`src/sv/bfq_pkg.sv`:
```
// Shared constants, probe tables and types for the Bloom filter query core.
package bfq_pkg;

    localparam int KEY_W      = 32;
    localparam int IDX_W      = 6;
    localparam int BYTE_W     = 8;
    localparam int T_W        = KEY_W + 3;
    localparam int RECIP_W    = 34;
    localparam int NUM_PROBES = 4;

    localparam int FILTER_BYTES_DEF = 38;

    localparam logic [KEY_W:0] HASH_PRIME = 33'd4294967291;
    localparam int             FOLD_K     = 5;

    localparam int PROBE_MUL [NUM_PROBES] = '{1, 3, 5, 7};
    localparam int PROBE_ADD [NUM_PROBES] = '{2, 4, 6, 8};

    localparam logic FUNC_LOAD  = 1'b0;
    localparam logic FUNC_QUERY = 1'b1;

    typedef struct packed {
        logic              en;
        logic [IDX_W-1:0]  idx;
        logic [BYTE_W-1:0] data;
    } t_store_wr;

endpackage

```
`src/sv/bfq_hash_fold.sv`:
```
// Four affine key hashes reduced modulo the hash prime.
module bfq_hash_fold (
    input  logic [bfq_pkg::KEY_W-1:0] i_key,
    output logic [bfq_pkg::KEY_W-1:0] o_x [bfq_pkg::NUM_PROBES]
);
    import bfq_pkg::*;

    logic [T_W-1:0]   t [NUM_PROBES];
    logic [KEY_W:0]   u [NUM_PROBES];

    // 2^32 is congruent to FOLD_K, so fold the top bits back in once
    always_comb begin
        for (int p = 0; p < NUM_PROBES; p++) begin
            t[p] = T_W'(i_key) * T_W'(PROBE_MUL[p]) + T_W'(PROBE_ADD[p]);
            u[p] = (KEY_W + 1)'(t[p][KEY_W-1:0])
                 + (KEY_W + 1)'(t[p][T_W-1:KEY_W]) * (KEY_W + 1)'(FOLD_K);
            o_x[p] = (u[p] >= HASH_PRIME) ? KEY_W'(u[p] - HASH_PRIME)
                                          : u[p][KEY_W-1:0];
        end
    end

endmodule

```
`config.mk`:
```
export PLATFORM = sky130hd
export DESIGN_NAME = bfq_hash_fold
export DESIGN_NICKNAME = d
export VERILOG_FILES = /design/src/sv/bfq_pkg.sv /design/src/sv/bfq_hash_fold.sv
export SDC_FILE = /design/constraint.sdc
export NUM_CORES = 1
export LEC_CHECK = 0
export ABC_AREA = 1
export BUFFER_PORTS_ARGS = -buffer_cell sky130_fd_sc_hd__buf_2
export CORE_MARGIN = 3
export CORE_UTILIZATION = 55
export DETAILED_ROUTE_END_ITERATION = 7
export GPL_ROUTABILITY_DRIVEN = 0
export PLACE_DENSITY = 0.76
export REMOVE_ABC_BUFFERS = 1
export SETUP_SLACK_MARGIN = 0.1
export SLEW_MARGIN = 20
export SYNTH_ARGS = -nofsm -noshare
export SYNTH_HDL_FRONTEND = slang
export SYNTH_SLANG_ARGS = --single-unit
```
`constraint.sdc`:
```
create_clock -name vclk -period 16.7
set_input_delay 0.835 -clock vclk [all_inputs]
set_output_delay 0.835 -clock vclk [all_outputs]
set_load 0.005 [all_outputs]
```
==> results.cfg <==
[run_status]
status = finished, final reports clean

[grt]
grt.total_usage_pct = 30.8
grt_pass1_vias = 19300
grt_antenna_before_repair = 0
grt_pass1_wl_mm = 87.8
grt-ovfl-total = 0
grt_max_degree = 26

[timing]
setup_viol = 0
finalCriticalPeriod_ps = 8860
tightest_slew_ps = 1130
drv_slew = 0
finalHoldViolCount = 0
max-slew-margin-rel_pct = 24.7
fin_crit_sh_pct = 53.1
rsz0062_at_grt = false
max_clock_freq_ghz = 0.113
setup_tns_ps = 0

[pwr]
p_sw_share_pct = 66.0
power_density_mw_per_mm2 = 78.7
ir_drop_mv = 0.0487
p_int_uw = 487
comb_power_share_pct = 100.0
clkPwrFrac_pct = 0
p_leak_nw = 10.8
p_seq_share_pct = 0
p_sw_uw = 946

[hold_path]
hold_path.class = input pin to output pin

[synth]
yosys.area_share.simple_pct = 54.6
synth.most_common_cell = nand2_1
synth_commonest_cells = nand2_1 (1182), inv_1 (503), nor2_1 (382), nand3_1 (272), ha_1 (253)
ys_types = 45
muxShareOfSynthArea_pct = 0
yosys.area.top_type = nand2_1
yosys.area.top_type_share_pct = 26.0
synth_warnings = 0
synth_xor_xnor_area_share_pct = 3.73
synthesis.area_mm2 = 0.0171
synthCells = 3226
yosysSeqAreaShare_pct = 0
synth_compound_area_share_pct = 5.85
yosys-top-cells-area = nand2_1 (26%), ha_1 (19%), inv_1 (11%)
synth_adder_area_share_pct = 23.1
synth_area_per_cell_um2 = 5.29
synth_top_family_by_area = simple AND/OR/NAND/NOR gates

[clocking]
cts_hold_buf = 0
postCtsSetupRepairBufs = 0
cts_resized = 0

[worst_setup_path]
cp-start-kind = input pin
critical_path_required_ps = 15870
critPathMostFrequentCell = nand2_1
max_stage_delay_ps = 560
cpMaxStageDelayCell = fa_1
crit_fanout = 13
critPathKind = input pin to output pin
end_kind = output pin
arrival_ps = 8030

[floorplanning]
die_h_um = 182
pin_count = 160
rows = 63
initial_core_util_pct = 56.6
fp.coreArea_mm2 = 0.0301
die-width_um = 182
dieArea_mm2 = 0.0331

[detailed_routing]
vias = 20700
wl_per_cell_um = 14.2
drt_wl_total_mm = 53.4
viasPerCell = 5.51
ant_nets = 0
drtIter0Drc = 1724
dr.pass1.iters = 6
drc = 0

[place]
dp.final_hpwl_mm = 46.8
placed_cell_area_mm2 = 0.0182
io_buffers = 160

[final_layout]
ff_latch_area_um2 = 0
nFlopsAndLatches = 0
drive_gt1_share_pct = 11.0
fin_area_mm2 = 0.0182
nets = 3695
multi_input_area_mm2 = 0.0149
syn2layout_area_growth_pct = 6.74
fillers = 3176
diodes = 0
clkbuf_count = 0

[job]
cap_violations = 0
cells in the final DEF, fill, tap and decap left out, types with 47 or more instances in the layout:
master | synthesis | layout
nand2_1 | 1182 | 1182
inv_1 | 503 | 503
nor2_1 | 382 | 382
nand3_1 | 272 | 272
ha_1 | 253 | 253
buf_2 | 4 | 160
a21oi_1 | 96 | 96
nand4_1 | 77 | 77
nor2_2 | 67 | 67
xor2_1 | 53 | 53
nand2_2 | 47 | 47
final timing paths:
path                     start  endpoint  slack (ps)  cells after the start
worst min-delay path  i_key[0]   o_x[64]        2430                      4
worst max-delay path  i_key[3]   o_x[23]        7840                     43
layout make-up:
type | instances | area share, %
Multi-Input combinational cell | 2672 | 81.8
Inverter | 537 | 11.1
Tap cell | 390 | 2.68
Timing Repair Buffer | 160 | 4.40
logic make-up (layout without fill, tap and decap cells):
| kind of cell | count (synthesis) | count (layout) |
|---|---|---|
| simple gates | 2133 | 2133 |
| buf+inv | 554 | 697 |
| fa+ha+maj | 292 | 292 |
| compound gates | 177 | 177 |
| xor+xnor | 70 | 70 |
worst max-delay path, delay by kind of cell:
kind | cells | cell delay [ps]
fa+ha+maj | 6 | 2340
xor+xnor | 1 | 230
simple gates | 29 | 3750
compound gates | 1 | 160
buf+inv | 6 | 730
power groups by stage:
stage | sequential, mW | combinational [mW] | clock (mW)
floorplan | 0 | 1.03 | 0
global placement | 0 | 1.38 | 0
detailed placement | 0 | 1.41 | 0
CTS | 0 | 1.42 | 0
global route | 0 | 1.63 | 0
finish | 0 | 1.43 | 0
layer usage:
metal | global-route usage [%] | vias up | share of wire, % | wire (µm)
li1 | - | 10500 | - | -
met1 | 39.3 | 9315 | 43 | 22800
met2 | 55.0 | 796 | 46 | 24800
met3 | 3.33 | 134 | 7.6 | 4080
met4 | 8.26 | 0 | 3.1 | 1660
met5 | 0 | - | 0 | 0
metrics by stage:
stage	hold slack (ps)	std cells	total power, mW	utilization, %	worst slack, ps
6_report	2430	3759	1.43	60.4	7840
5_1_grt	2480	3759	1.63	60.4	6960
4_1_cts	2440	3759	1.42	60.4	7950
3_5_place_dp	2440	3759	1.41	60.4	7950
3_3_place_gp	2410	3759	1.38	60.4	8120
2_1_floorplan	1900	3209	1.03	-	9400
Power figures use the tool's default switching activity.
